[src/rtl/core/sas_pkg.sv]
`default_nettype none

package sas_pkg;

    localparam int MAX_ARGS = 255;
    localparam int CountCapInt = (MAX_ARGS < 255) ? MAX_ARGS : 255;
    localparam logic [7:0] COUNT_CAP = 8'(CountCapInt);

    localparam int QDEPTH = 4;
    localparam int QPTR_W = $clog2(QDEPTH);
    localparam int QCNT_W = $clog2(QDEPTH + 1);

    localparam logic [7:0] CH_NUL  = 8'h00;
    localparam logic [7:0] CH_HASH = 8'h23;
    localparam logic [7:0] CH_BANG = 8'h21;
    localparam logic [7:0] CH_SP   = 8'h20;
    localparam logic [7:0] CH_TAB  = 8'h09;
    localparam logic [7:0] CH_LF   = 8'h0a;
    localparam logic [7:0] CH_SQ   = 8'h27;
    localparam logic [7:0] CH_DQ   = 8'h22;
    localparam logic [7:0] CH_BSL  = 8'h5c;
    localparam logic [7:0] CH_LC_N = 8'h6e;
    localparam logic [7:0] CH_LC_T = 8'h74;

    localparam logic [23:0] WORD_ENV      = 24'h656e76;
    localparam logic [31:0] WORD_SLASHENV = 32'h2f656e76;

    typedef enum logic [3:0] {
        PH_HASH      = 4'd0,
        PH_BANG      = 4'd1,
        PH_DISCARD   = 4'd2,
        PH_LEAD      = 4'd3,
        PH_INTERP    = 4'd4,
        PH_ENV_BLANK = 4'd5,
        PH_ENV_WORD  = 4'd6,
        PH_NORMAL    = 4'd7,
        PH_SQ        = 4'd8,
        PH_DQ        = 4'd9,
        PH_DQ_ESC    = 4'd10
    } phase_t;

    typedef enum logic [1:0] {
        KIND_BYTE = 2'd0,
        KIND_END  = 2'd1,
        KIND_DONE = 2'd2,
        KIND_ERR  = 2'd3
    } kind_t;

    typedef struct packed {
        kind_t      kind;
        logic [7:0] value;
        logic [7:0] count;
    } res_t;

    // One queued command: one or two results from a single input byte
    typedef struct packed {
        logic two;
        res_t r0;
        res_t r1;
    } cmd_t;

endpackage

`default_nettype wire

[src/rtl/core/shebang_argument_splitter.sv]
`default_nettype none

// Shebang argument splitter: takes a "#!" line one byte per beat (byte 0 ends
// the line), skips the interpreter word (and the word after an "env"
// interpreter) and streams the remaining arguments as byte, end-of-argument,
// done and unterminated-quote beats, with a saturating argument count and a
// last flag on the final beat that a byte causes. The front accepts one byte
// every cycle while the four-entry command queue has room; the output stage
// sends one result beat per cycle while the receiver is ready, and does not
// read the queue while the second result of a byte is still held. Each result
// passes through the command queue and then the output register. The block is
// ready for a new line straight after done or error.
module shebang_argument_splitter
    import sas_pkg::*;
(
    input  wire logic       aclk,
    input  wire logic       aresetn,
    input  wire logic       s_valid,
    output logic            s_ready,
    input  wire logic [7:0] s_ch,
    output logic            m_valid,
    input  wire logic       m_ready,
    output logic [1:0]      m_kind,
    output logic [7:0]      m_value,
    output logic [7:0]      m_count,
    output logic            m_last
);

    logic accept;
    logic push;
    cmd_t push_cmd;
    logic pop;
    cmd_t head;
    logic empty;
    logic full;

    assign s_ready = !full;
    assign accept  = s_valid && s_ready;

    sas_front u_front (
        .aclk    (aclk),
        .aresetn (aresetn),
        .accept  (accept),
        .ch      (s_ch),
        .push    (push),
        .cmd     (push_cmd)
    );

    sas_queue u_queue (
        .aclk     (aclk),
        .aresetn  (aresetn),
        .push     (push),
        .push_cmd (push_cmd),
        .pop      (pop),
        .head     (head),
        .empty    (empty),
        .full     (full)
    );

    sas_back u_back (
        .aclk    (aclk),
        .aresetn (aresetn),
        .head    (head),
        .empty   (empty),
        .pop     (pop),
        .m_valid (m_valid),
        .m_ready (m_ready),
        .m_kind  (m_kind),
        .m_value (m_value),
        .m_count (m_count),
        .m_last  (m_last)
    );

endmodule

`default_nettype wire

[src/rtl/core/sas_front.sv]
`default_nettype none

module sas_front
    import sas_pkg::*;
(
    input  wire logic       aclk,
    input  wire logic       aresetn,
    input  wire logic       accept,
    input  wire logic [7:0] ch,
    output logic            push,
    output cmd_t            cmd
);

    phase_t      phase_reg, phase_next;
    logic        in_arg_reg, in_arg_next;
    logic [31:0] tail_reg, tail_next;
    logic [2:0]  len_reg, len_next;
    logic [7:0]  cnt_reg, cnt_next;

    logic        blank;
    logic        is_env;
    logic [7:0]  cnt_inc;
    logic        n_res;
    logic        new_line;

    assign blank   = (ch == CH_SP) || (ch == CH_TAB);
    assign is_env  = ((len_reg == 3'd3) && (tail_reg[23:0] == WORD_ENV))
                   || ((len_reg >= 3'd4) && (tail_reg == WORD_SLASHENV));
    assign cnt_inc = (cnt_reg < COUNT_CAP) ? cnt_reg + 8'd1 : cnt_reg;

    always_comb begin
        phase_next = phase_reg;
        in_arg_next = in_arg_reg;
        tail_next = tail_reg;
        len_next = len_reg;
        cnt_next = cnt_reg;
        new_line = 1'b0;
        n_res = 1'b0;
        cmd = '{two: 1'b0,
                r0: '{kind: KIND_DONE, value: 8'd0, count: cnt_reg},
                r1: '{kind: KIND_DONE, value: 8'd0, count: cnt_reg}};

        unique case (phase_reg)
            PH_HASH, PH_BANG: begin
                if (ch == ((phase_reg == PH_HASH) ? CH_HASH : CH_BANG)) begin
                    phase_next = (phase_reg == PH_HASH) ? PH_BANG : PH_LEAD;
                end else begin
                    n_res = 1'b1;
                    new_line = 1'b1;
                end
            end
            PH_DISCARD: begin
                if (ch == CH_NUL) begin
                    new_line = 1'b1;
                end
            end
            PH_LEAD: begin
                if (ch == CH_NUL) begin
                    n_res = 1'b1;
                    new_line = 1'b1;
                end else if (!blank) begin
                    tail_next = {24'd0, ch};
                    len_next = 3'd1;
                    phase_next = PH_INTERP;
                end
            end
            PH_INTERP: begin
                if (ch == CH_NUL) begin
                    n_res = 1'b1;
                    new_line = 1'b1;
                end else if (blank) begin
                    phase_next = is_env ? PH_ENV_BLANK : PH_NORMAL;
                end else begin
                    tail_next = {tail_reg[23:0], ch};
                    if (len_reg < 3'd5) begin
                        len_next = len_reg + 3'd1;
                    end
                end
            end
            PH_ENV_BLANK, PH_ENV_WORD: begin
                if (ch == CH_NUL) begin
                    n_res = 1'b1;
                    new_line = 1'b1;
                end else if (!blank) begin
                    phase_next = PH_ENV_WORD;
                end else if (phase_reg == PH_ENV_WORD) begin
                    phase_next = PH_NORMAL;
                end
            end
            PH_NORMAL: begin
                if (ch == CH_NUL) begin
                    n_res = 1'b1;
                    new_line = 1'b1;
                    if (in_arg_reg) begin
                        // close the open argument, then report done
                        cmd.two = 1'b1;
                        cmd.r0 = '{kind: KIND_END, value: 8'd0, count: cnt_inc};
                        cmd.r1 = '{kind: KIND_DONE, value: 8'd0, count: cnt_inc};
                    end
                end else if (blank) begin
                    if (in_arg_reg) begin
                        n_res = 1'b1;
                        cmd.r0 = '{kind: KIND_END, value: 8'd0, count: cnt_inc};
                        cnt_next = cnt_inc;
                        in_arg_next = 1'b0;
                    end
                end else if (ch == CH_SQ) begin
                    in_arg_next = 1'b1;
                    phase_next = PH_SQ;
                end else if (ch == CH_DQ) begin
                    in_arg_next = 1'b1;
                    phase_next = PH_DQ;
                end else begin
                    in_arg_next = 1'b1;
                    n_res = 1'b1;
                    cmd.r0 = '{kind: KIND_BYTE, value: ch, count: cnt_reg};
                end
            end
            PH_SQ: begin
                n_res = (ch != CH_SQ);
                if (ch == CH_NUL) begin
                    cmd.r0.kind = KIND_ERR;
                    new_line = 1'b1;
                end else if (ch == CH_SQ) begin
                    phase_next = PH_NORMAL;
                end else begin
                    cmd.r0 = '{kind: KIND_BYTE, value: ch, count: cnt_reg};
                end
            end
            PH_DQ: begin
                if (ch == CH_NUL) begin
                    n_res = 1'b1;
                    cmd.r0.kind = KIND_ERR;
                    new_line = 1'b1;
                end else if (ch == CH_DQ) begin
                    phase_next = PH_NORMAL;
                end else if (ch == CH_BSL) begin
                    phase_next = PH_DQ_ESC;
                end else begin
                    n_res = 1'b1;
                    cmd.r0 = '{kind: KIND_BYTE, value: ch, count: cnt_reg};
                end
            end
            PH_DQ_ESC: begin
                phase_next = PH_DQ;
                n_res = 1'b1;
                cmd.r0 = '{kind: KIND_BYTE, value: ch, count: cnt_reg};
                if (ch == CH_NUL) begin
                    // dangling backslash, then the quote error
                    cmd.two = 1'b1;
                    cmd.r0.value = CH_BSL;
                    cmd.r1 = '{kind: KIND_ERR, value: 8'd0, count: cnt_reg};
                    new_line = 1'b1;
                end else if (ch == CH_LC_N) begin
                    cmd.r0.value = CH_LF;
                end else if (ch == CH_LC_T) begin
                    cmd.r0.value = CH_TAB;
                end else if ((ch != CH_DQ) && (ch != CH_BSL)) begin
                    // unknown escape: keep both bytes
                    cmd.two = 1'b1;
                    cmd.r0.value = CH_BSL;
                    cmd.r1 = '{kind: KIND_BYTE, value: ch, count: cnt_reg};
                end
            end
            default: begin
                new_line = 1'b1;
            end
        endcase

        if (new_line) begin
            phase_next = PH_HASH;
            in_arg_next = 1'b0;
            tail_next = 32'd0;
            len_next = 3'd0;
            cnt_next = 8'd0;
            // a broken prefix on a non-null byte drops the rest of the line
            if (((phase_reg == PH_HASH) || (phase_reg == PH_BANG)) && n_res
                && (ch != CH_NUL)) begin
                phase_next = PH_DISCARD;
            end
        end
    end

    assign push = accept && n_res;

    always_ff @(posedge aclk) begin
        if (!aresetn) begin
            phase_reg <= PH_HASH;
            in_arg_reg <= 1'b0;
            tail_reg <= 32'd0;
            len_reg <= 3'd0;
            cnt_reg <= 8'd0;
        end else if (accept) begin
            phase_reg <= phase_next;
            in_arg_reg <= in_arg_next;
            tail_reg <= tail_next;
            len_reg <= len_next;
            cnt_reg <= cnt_next;
        end
    end

endmodule

`default_nettype wire

[src/rtl/core/sas_queue.sv]
`default_nettype none

module sas_queue
    import sas_pkg::*;
(
    input  wire logic aclk,
    input  wire logic aresetn,
    input  wire logic push,
    input  wire cmd_t push_cmd,
    input  wire logic pop,
    output cmd_t      head,
    output logic      empty,
    output logic      full
);

    cmd_t              slot_reg [QDEPTH];
    logic [QPTR_W-1:0] wr_ptr_reg, wr_ptr_next;
    logic [QPTR_W-1:0] rd_ptr_reg, rd_ptr_next;
    logic [QCNT_W-1:0] fill_reg, fill_next;

    assign empty = (fill_reg == QCNT_W'(0));
    assign full  = (fill_reg == QCNT_W'(QDEPTH));
    assign head  = slot_reg[rd_ptr_reg];

    always_comb begin
        wr_ptr_next = push ? wr_ptr_reg + QPTR_W'(1) : wr_ptr_reg;
        rd_ptr_next = pop ? rd_ptr_reg + QPTR_W'(1) : rd_ptr_reg;
        fill_next = fill_reg;
        if (push && !pop) begin
            fill_next = fill_reg + QCNT_W'(1);
        end else if (pop && !push) begin
            fill_next = fill_reg - QCNT_W'(1);
        end
    end

    always_ff @(posedge aclk) begin
        if (!aresetn) begin
            wr_ptr_reg <= '0;
            rd_ptr_reg <= '0;
            fill_reg <= '0;
        end else begin
            wr_ptr_reg <= wr_ptr_next;
            rd_ptr_reg <= rd_ptr_next;
            fill_reg <= fill_next;
        end
    end

    always_ff @(posedge aclk) begin
        if (push) begin
            slot_reg[wr_ptr_reg] <= push_cmd;
        end
    end

endmodule

`default_nettype wire

[src/rtl/core/sas_back.sv]
`default_nettype none

module sas_back
    import sas_pkg::*;
(
    input  wire logic       aclk,
    input  wire logic       aresetn,
    input  wire cmd_t       head,
    input  wire logic       empty,
    output logic            pop,
    output logic            m_valid,
    input  wire logic       m_ready,
    output logic [1:0]      m_kind,
    output logic [7:0]      m_value,
    output logic [7:0]      m_count,
    output logic            m_last
);

    logic valid_reg, valid_next;
    res_t out_reg, out_next;
    logic last_reg, last_next;
    logic sec_pend_reg, sec_pend_next;
    res_t sec_reg, sec_next;
    logic load;

    assign load = !valid_reg || m_ready;
    assign pop  = load && !sec_pend_reg && !empty;

    always_comb begin
        valid_next = valid_reg;
        out_next = out_reg;
        last_next = last_reg;
        sec_pend_next = sec_pend_reg;
        sec_next = sec_reg;
        if (load) begin
            if (sec_pend_reg) begin
                // drain the held second result first
                valid_next = 1'b1;
                out_next = sec_reg;
                last_next = 1'b1;
                sec_pend_next = 1'b0;
            end else if (!empty) begin
                valid_next = 1'b1;
                out_next = head.r0;
                last_next = !head.two;
                sec_pend_next = head.two;
                sec_next = head.r1;
            end else begin
                valid_next = 1'b0;
            end
        end
    end

    always_ff @(posedge aclk) begin
        if (!aresetn) begin
            valid_reg <= 1'b0;
            sec_pend_reg <= 1'b0;
        end else begin
            valid_reg <= valid_next;
            sec_pend_reg <= sec_pend_next;
        end
    end

    always_ff @(posedge aclk) begin
        out_reg <= out_next;
        last_reg <= last_next;
        sec_reg <= sec_next;
    end

    assign m_valid = valid_reg;
    assign m_kind  = out_reg.kind;
    assign m_value = out_reg.value;
    assign m_count = out_reg.count;
    assign m_last  = last_reg;

endmodule

`default_nettype wire

[config.mk]
export PLATFORM = sky130hd
export DESIGN_NAME = shebang_argument_splitter
export DESIGN_NICKNAME = d
export VERILOG_FILES = /design/src/rtl/core/sas_pkg.sv /design/src/rtl/core/shebang_argument_splitter.sv /design/src/rtl/core/sas_front.sv /design/src/rtl/core/sas_queue.sv /design/src/rtl/core/sas_back.sv
export SDC_FILE = /design/constraint.sdc
export NUM_CORES = 1
export LEC_CHECK = 0
export ABC_CLOCK_PERIOD_IN_PS = 5900
export BUFFER_PORTS_ARGS = -buffer_cell sky130_fd_sc_hd__buf_4
export CAP_MARGIN = 20
export CORE_AREA = 2 2 167 169
export DETAILED_ROUTE_END_ITERATION = 8
export DIE_AREA = 0 0 169 171
export PLACE_DENSITY_LB_ADDON = 0.3
export RECOVER_POWER = 25
export SYNTH_ARGS = -nofsm -noshare
export SYNTH_HDL_FRONTEND = slang
export SYNTH_SLANG_ARGS = --single-unit
[constraint.sdc]
create_clock -name aclk -period 5.9 [get_ports aclk]
set_clock_uncertainty 0.15 [all_clocks]
set_input_delay 0.59 -clock aclk [delete_from_list [all_inputs] [get_ports aclk]]
set_output_delay 0.59 -clock aclk [all_outputs]
set_load 0.01 [all_outputs]
# --- Word-level counts from Yosys, hierarchy flattened ---
# Memory sizes are Yosys's and may differ from the RTL's. A register that Yosys moved wholly into a read port is not among the register bits.
# Index checks and enable logic that the tools add are counted.
# Widths: inputs -> output; s select.
classes:
  add_sub_neg: 6
  n_lt_le_gt_ge: 3
  eq_ne: 43
  mux: 101
  bitwise: 2
  reduce_logical: 43
ops:
  columns: ["cell", "n"]
  rows:
  - ["$mux 18", 15]
  - ["$mux 32", 5]
  - ["$mux 8", 10]
  - ["$mux 4", 18]
  - ["$pmux 18 s4", 1]
  - ["$pmux 32 s2", 1]
  - ["$mux 37", 1]
  - ["$pmux 18 s2", 1]
  - ["$eq 32x30->1 const B", 1]
  - ["$mux 16", 2]
  - ["$pmux 4 s8", 1]
  - ["$mux 1", 26]
  - ["$eq 24x23->1 const B", 1]
  - ["$eq 8x6->1 const B", 3]
  - ["$eq 8x7->1 const B", 3]
  - ["$mux 3", 8]
  - ["$ne 3x2->1 const B", 6]
  - ["$eq 4x3->1 const B", 4]
  - ["$mux 2", 8]
  - ["$ne 8x6->1 const B", 2]
  - ["$reduce_and 16->1", 1]
  - ["$eq 4x4->1 const B", 3]
  - ["$ne 3x1->1 const B", 4]
  - ["$logic_and 1x1->1", 11]
  - ["other kinds (40)", 62]
word_totals:
  regBits: 94
  ramBits: 148
  in_bits: 12
  out_inout_bits: 21
  n_memories: 1
mem_list:
  columns: ["memory", "depth", "width", "rd", "rd_ports_with_merged_regs", "write_ports", "line", "text"]
  rows:
  - ["u_queue.slot_reg", 4, 37, 1, 1, 1, "sas_queue.sv:16", "cmd_t slot_reg [QDEPTH];"]

# --- Logic depth before layout (Yosys ltp) ---
# Gate-level depths: netlist (run 1).
logic_depth:
  depth_word: 11
  ltp_mapped: 13

# --- Modules after synthesis ---
# From an unflattened synthesis (run 1), not the netlist that was laid out.
unflattened:
  hier_cells: 741
  area_unflattened_um2: 10535.1
modules_own_cells:
  columns: ["mod", "n_inst", "cells_each", "area_each_um2", "seq_area_each_um2"]
  rows:
  - ["sas_queue", 1, 236, 5840.6, 4624.4]
  - ["sas_front", 1, 432, 3226.8, 960.9]
  - ["sas_back", 1, 71, 1457.6, 1151.1]
  - ["shebang_argument_splitter", 1, 2, 10.0, 0.0]

# --- Worst setup path after synthesis (run 1) ---
# No wires, ideal clock.
synth_path:
  path_kind: "input port to flip-flop"
  startpoint: "input s_ch[2]"
  endpoint: "memory u_queue.slot_reg[0][0] (netlist bit), enable pin"
  arrival_ns: 3.115
  required_ns: 5.352
  path_slack_ns: 2.238
  cell_stages: 8
  cell_sequence: "buf_2 or4_4 buf_6 nor3_2 a32oi_1 or2_0 a31oi_2 and2_1"
synth_via:
  elab_chain_len: 9
  word_cells_on_any_way: 22
  cone_classes: "eq/ne (7); mux (12); reduce/logical (3)"
synth_rtl:
  columns: ["element", "line", "text"]
  rows:
  - ["start: declaration", "shebang_argument_splitter.sv:20", "input wire logic [7:0] s_ch,"]
  - ["$eq 8x6->1", "sas_front.sv:110, sas_front.sv:135", null]
  - ["$mux 1", "sas_front.sv:110", "end else if (ch == CH_DQ) begin"]
  - ["$mux 1", "sas_front.sv:107", "end else if (ch == CH_SQ) begin"]
  - ["$mux 1", "sas_front.sv:100", "end else if (blank) begin"]
  - ["$mux 1", "sas_front.sv:91", "if (ch == CH_NUL) begin"]
  - ["$pmux 1 s6 (*)", "sas_front.sv:43", "unique case (phase_reg)"]
  - ["$logic_and 1x1->1 (*)", "sas_front.sv:184", "assign push = accept && n_res;"]
  - ["net push", "shebang_argument_splitter.sv:30", "logic push;"]
  - ["$mux 1 (*)", "sas_queue.sv:49", "if (push) begin"]
  - ["$mux 1 (implied by the code) (*)", "sas_queue.sv:50", "slot_reg[wr_ptr_reg] <= push_cmd;"]
  - ["end: declaration", "sas_queue.sv:16", null]
# Mark *: on every way through the listed nets, which the timed path passes. The rest lies on a longest branch.

==> results.cfg, run 1 <==
[synthesis]
synth_edf_count = 185
ys_types = 77
yosysTopAreaCell = edfxtp_1
synth_top_area_frac = 0.517
postSynthCellCount = 774
synth_area_per_cell_um2 = 13.9
async_flop_share = 0
synth_fp_nets = 796
ys_top_cells_by_area = edfxtp_1 52%, dfxtp_1 11%, mux4_2 7.8%
ys_warn_count = 0
synth_seq_area_share = 0.627
synth_ff_type = edfxtp_1
ys_seq_elements = 244
syn_area_mm2 = 0.0107

[global_routing]
antenna_found_initial = 0
grt_pass1_vias = 6162
grt_use_total = 0.154
grt_pass1_wl_um = 34800
grt_max_degree = 38
grt_overflow = 0

[critical_path]
cp_data_required_time_ps = 6030
worstPathArrival_ps = 3970
critical_path_class = reg2reg
worst_setup_path_end_kind = register
r2r_cells = 3
critPathLaunchType = register
worstPathMaxFanout = 22

[power_and_ir_drop]
power_density_mw_per_mm2 = 411
vdd_ir_drop_max_v = 0.000201
p_leak_nw = 3.91

[final_layout]
area_delta_synth_final_pct = 11.7
ff_latch_area_mm2 = 0.00674
fin_nets = 819
final_cell_mix = 185 x edfxtp_1, 75 x nand2_1, 58 x dfxtp_1, 53 x a21oi_1, 37 x mux4_2
drive_gt1_frac = 0.185
diodes = 0
final_common_cell = edfxtp_1
fillers = 2497
largest_reg_flops = 148
multiInputGateArea_mm2 = 0.00367

[placed_design]
port-buffer-count = 32
dpl.hpwl_um = 13800
gp_congestion = 0.840

[detailed_routing]
postRouteAntennaNets = 0
num_vias = 6354
drt_iter0_drc = 582
wl_um = 22100
dr.pass1.iters = 7
vias_per_cell = 5.46
wire_per_inst_um = 19.0
drc = 0

[cts]
cts_setup_buffers = 0
clock_path_buffers = 3
htreeDepth = 1
clk_pin_slew_ps = 60
hold_buffers = 0
cts_tree = done
cts.sinks = 244
clock_latency_ps = 530
cts-resized-gates = 0
root_buffer = clkbuf_16
numCtsBuffers = 26

[floorplanning]
die_h_um = 171
start_util = 0.393
core_mm2 = 0.0273
chipWidth_um = 169
dieArea_mm2 = 0.0289
num_io_pins = 33
std_cell_rows = 61

[sta]
hold_slack_ps = 226
worst_slew_pin_slew_ps = 1910
final_max_slew_viol_count = 67
rsz0062_at_grt = no
clock.fmax_ghz = 0.261
min_period_ps = 3840
finalSetupTns_ps = 0
final-hold-violation-count = 0
fin_crit_sh = 0.650
relSlewSlack = -0.271
setup_viol = 0

[worst_hold_path]
hold_path_depth = 3
min_path_type = in2reg

[flow_run]
cap_viol_max_count = 3

[outcome]
violations = capacitance limit, slew limit
status = finished with violations
-- path summary, 6_finish.rpt --
path                                     startpoint  slack (ps)                                end
setup / recovery                           register        2060        u_back.m_count[5]$_DFFE_PP_
hold / removal                              s_ch[7]         230   u_front.tail_reg[7]$_SDFFE_PN0P_
hold reg to reg   u_front.tail_reg[30]$_SDFFE_PN0P_         300  u_front.tail_reg[30]$_SDFFE_PN0P_
setup reg to reg                           register        2060        u_back.m_count[5]$_DFFE_PP_
-- cell usage after synthesis (5+ instances only) --
cell type	number
edfxtp_1	185
nand2_1	75
dfxtp_1	59
a21oi_1	53
mux4_2	37
nand3_1	29
nor2_1	27
mux2_2	26
clkbuf_1	24
o21ai_0	21
inv_1	15
and2_1	14
nand3_2	12
buf_6	11
ha_1	9
nor3_1	9
xnor2_1	9
buf_2	8
a211oi_1	7
a31oi_1	7
nand2b_1	7
a21boi_0	6
and3_1	6
nand4b_1	6
nor2b_1	6
xor2_1	6
a21o_1	5
and4_1	5
buf_1	5
mux2i_1	5
nor4_1	5
-- cell type report --
| class | instances | area share |
|---|---|---|
| clock buffer | 32 | 0.0587 |
| timing repair buffer | 43 | 0.0208 |
| sequential | 244 | 0.562 |
| multi-input combinational | 466 | 0.306 |
| inverter | 16 | 0.00501 |
| tap | 346 | 0.0361 |
| clock inverter | 16 | 0.0115 |
-- where the power goes --
part / switching, mW / internal, mW / leakage (nW)
Clock: 0.655 / 0.935 / 0.417
Sequential: 0.125 / 2.21 / 2.30
Combinational: 0.602 / 0.402 / 1.19
-- layer usage --
metal | wire [µm] | vias up | track usage
met1 | 9880 | 3139 | 0.211
li1 | - | 3013 | -
met2 | 10600 | 166 | 0.261
met4 | 446 | 0 | 0.0372
met5 | 0 | - | 0
met3 | 1110 | 36 | 0.0211
-- cells by family after synthesis --
family / count (synthesis) / share of synthesized area
xor gates and xnor gates: 15 / 0.0122
muxes: 69 / 0.111
AOI/OAI and AO/OA: 133 / 0.0793
DFF: 244 / 0.627
and+or+nand+nor: 239 / 0.127
buffers and inverters: 64 / 0.0310
adders and majority gates: 10 / 0.0124
-- metrics by stage --
step	setup WS, ps	instance area (µm²)	power, mW	instances	utilization
2_1_floorplan	2240	10700	3.11	774	-
3_3_place_gp	2070	11200	3.46	1114	0.411
3_5_place_dp	1970	11200	3.48	1114	0.411
4_1_cts	2240	12100	5.08	1162	0.442
5_1_grt	1600	12000	5.17	1163	0.439
6_report	2060	12000	4.93	1163	0.439
-- critical path, cell delays in order (launching register included) --
cell and delay (ps):
dfxtp_1 1050, clkbuf_1 1440, mux4_2 660, mux2_2 270
(Power assumes the default switching activity.)
==> run 2, diff against run 1 <==
--- a/config.mk
+++ b/config.mk
@@ -5,7 +5,7 @@
 export SDC_FILE = /design/constraint.sdc
 export NUM_CORES = 1
 export LEC_CHECK = 0
-export ABC_CLOCK_PERIOD_IN_PS = 5900
+export ABC_CLOCK_PERIOD_IN_PS = 4000
 export BUFFER_PORTS_ARGS = -buffer_cell sky130_fd_sc_hd__buf_4
 export CAP_MARGIN = 20
 export CORE_AREA = 2 2 167 169
==> constraint.sdc (replaced) <==
create_clock -name aclk -period 4 [get_ports aclk]
set_clock_uncertainty 0.15 [all_clocks]
set_input_delay 0.4 -clock aclk [delete_from_list [all_inputs] [get_ports aclk]]
set_output_delay 0.4 -clock aclk [all_outputs]
set_load 0.01 [all_outputs]
==> results.cfg, run 2 (synthesized netlist as in run 1, its figures left out) <==
[outcome]
status = completed

[critical_path]
worst_setup_path_end_kind = register
cp_data_required_time_ps = 4300
critPathLaunchType = register
worstPathMaxFanout = 14
cpPeakStageDelay_ps = 470
critPathSlowestCell = nor3b_1
critPathBufInv = 1
crit_chain = nor2b_1 -> nand3_1 -> nor3b_1 -> nor2_1 -> a31oi_2 -> ha_1 -> inv_1 -> fa_1 -> xor2_1 -> or3_1 -> a21boi_0
path_delay_family = simple AND/OR/NAND/NOR gates
worstPathArrival_ps = 3850
critical_path_class = reg2reg

[cts]
hold_buffers = 0
clock_latency_ps = 520
clk_pin_slew_ps = 60
cts_tree = done
root_buffer = clkbuf_16
htreeDepth = 1
numCtsBuffers = 27
clock_path_buffers = 3
cts.sinks = 244
cts-resized-gates = 0
cts_setup_buffers = 0

[sta]
final-hold-violation-count = 0
fin_crit_sh = 0.888
rsz0062_at_grt = no
finalSetupTns_ps = 0
worst_slew_pin_slew_ps = 1420
clock.fmax_ghz = 0.282
final_max_slew_viol_count = 0
relSlewSlack = 0.0548
min_period_ps = 3550
setup_viol = 0

[final_layout]
multiInputGateArea_mm2 = 0.00367
drive_gt1_frac = 0.203
fillers = 2478
final_cell_mix = 185 x edfxtp_1, 75 x nand2_1, 58 x dfxtp_1, 53 x a21oi_1, 37 x mux4_2
fin_util = 0.445
largest_reg_flops = 148
fin_nets = 835
area_delta_synth_final_pct = 13.2
diodes = 0
final_common_cell = edfxtp_1
ff_latch_area_mm2 = 0.00674

[floorplanning]
chipWidth_um = 169
start_util = 0.393
die_h_um = 171
std_cell_rows = 61
num_io_pins = 33
dieArea_mm2 = 0.0289
core_mm2 = 0.0273

[global_routing]
grt_max_degree = 38
grt_use_total = 0.154
grt_overflow = 0
grt_pass1_vias = 6361
grt_pass1_wl_um = 35000
antenna_found_initial = 0

[detailed_routing]
vias_per_cell = 5.43
wire_per_inst_um = 18.5
drt_iter0_drc = 522
wl_um = 21800
drc = 0
dr.pass1.iters = 5
num_vias = 6406
postRouteAntennaNets = 0

[power_and_ir_drop]
p_leak_nw = 4.00
vdd_ir_drop_max_v = 0.000355
power_density_mw_per_mm2 = 600

[placed_design]
dpl.hpwl_um = 14200
port-buffer-count = 32
gp_congestion = 0.875

[flow_run]
cap_viol_max_count = 0

[worst_hold_path]
min_path_type = in2reg
## run 2: routing by layer
metal / routed length [µm] / part of all wire / track usage / vias up
met3: 1050 / 0.048 / 0.0261 / 36
met2: 10400 / 0.48 / 0.255 / 143
li1: - / - / - / 3048
met4: 435 / 0.020 / 0.0431 / 0
met5: 0 / 0 / 0 / -
met1: 9950 / 0.46 / 0.211 / 3179
## run 2: through the flow
stage                     instance area (µm²)  setup WS (ps)  hold WS, ps  std cells  power [mW]
after floorplan                         10700            528          277        774        4.58
after global placement                  11400            424          290       1129        5.13
after detailed placement                11400            402          291       1129        5.15
after CTS                               12300            477         21.5       1178        7.50
after global routing                    12200            208         39.9       1179        7.69
final                                   12200            449         41.8       1179        7.29
## run 2: area by class of cell
class | count | share of cell area
clock buffers | 38 | 0.0623
clock inverters | 11 | 0.00731
inverters | 16 | 0.00494
multi-input cells | 466 | 0.302
flip-flops and latches | 244 | 0.554
well taps | 346 | 0.0356
repair buffers | 58 | 0.0334
## run 2: report_power, final
part	switching, mW	internal [mW]
logic	0.874	0.634
registers	0.178	3.26
clock network	0.963	1.38
## run 2: worst paths after layout
| check | from | endpoint | slack [ps] | depth (start not counted) |
|---|---|---|---|---|
| worst max-delay path | u_front.phase_reg[2]$_SDFFE_PN0P_ | u_queue.fill_reg[2]$_SDFFE_PN0P_ | 450 | 11 |
| worst min-delay path | s_ch[7] | u_front.tail_reg[7]$_SDFFE_PN0P_ | 40 | 3 |
| worst max register to register | u_front.phase_reg[2]$_SDFFE_PN0P_ | u_queue.fill_reg[2]$_SDFFE_PN0P_ | 450 | 11 |
| worst min register to register | u_front.tail_reg[30]$_SDFFE_PN0P_ | u_front.tail_reg[30]$_SDFFE_PN0P_ | 300 | 2 |
## run 2: worst min-delay path: cells and delay by family
kind	cells	cell delay, ps
buf+inv	1	140
compound gates	1	60
simple gates	1	70
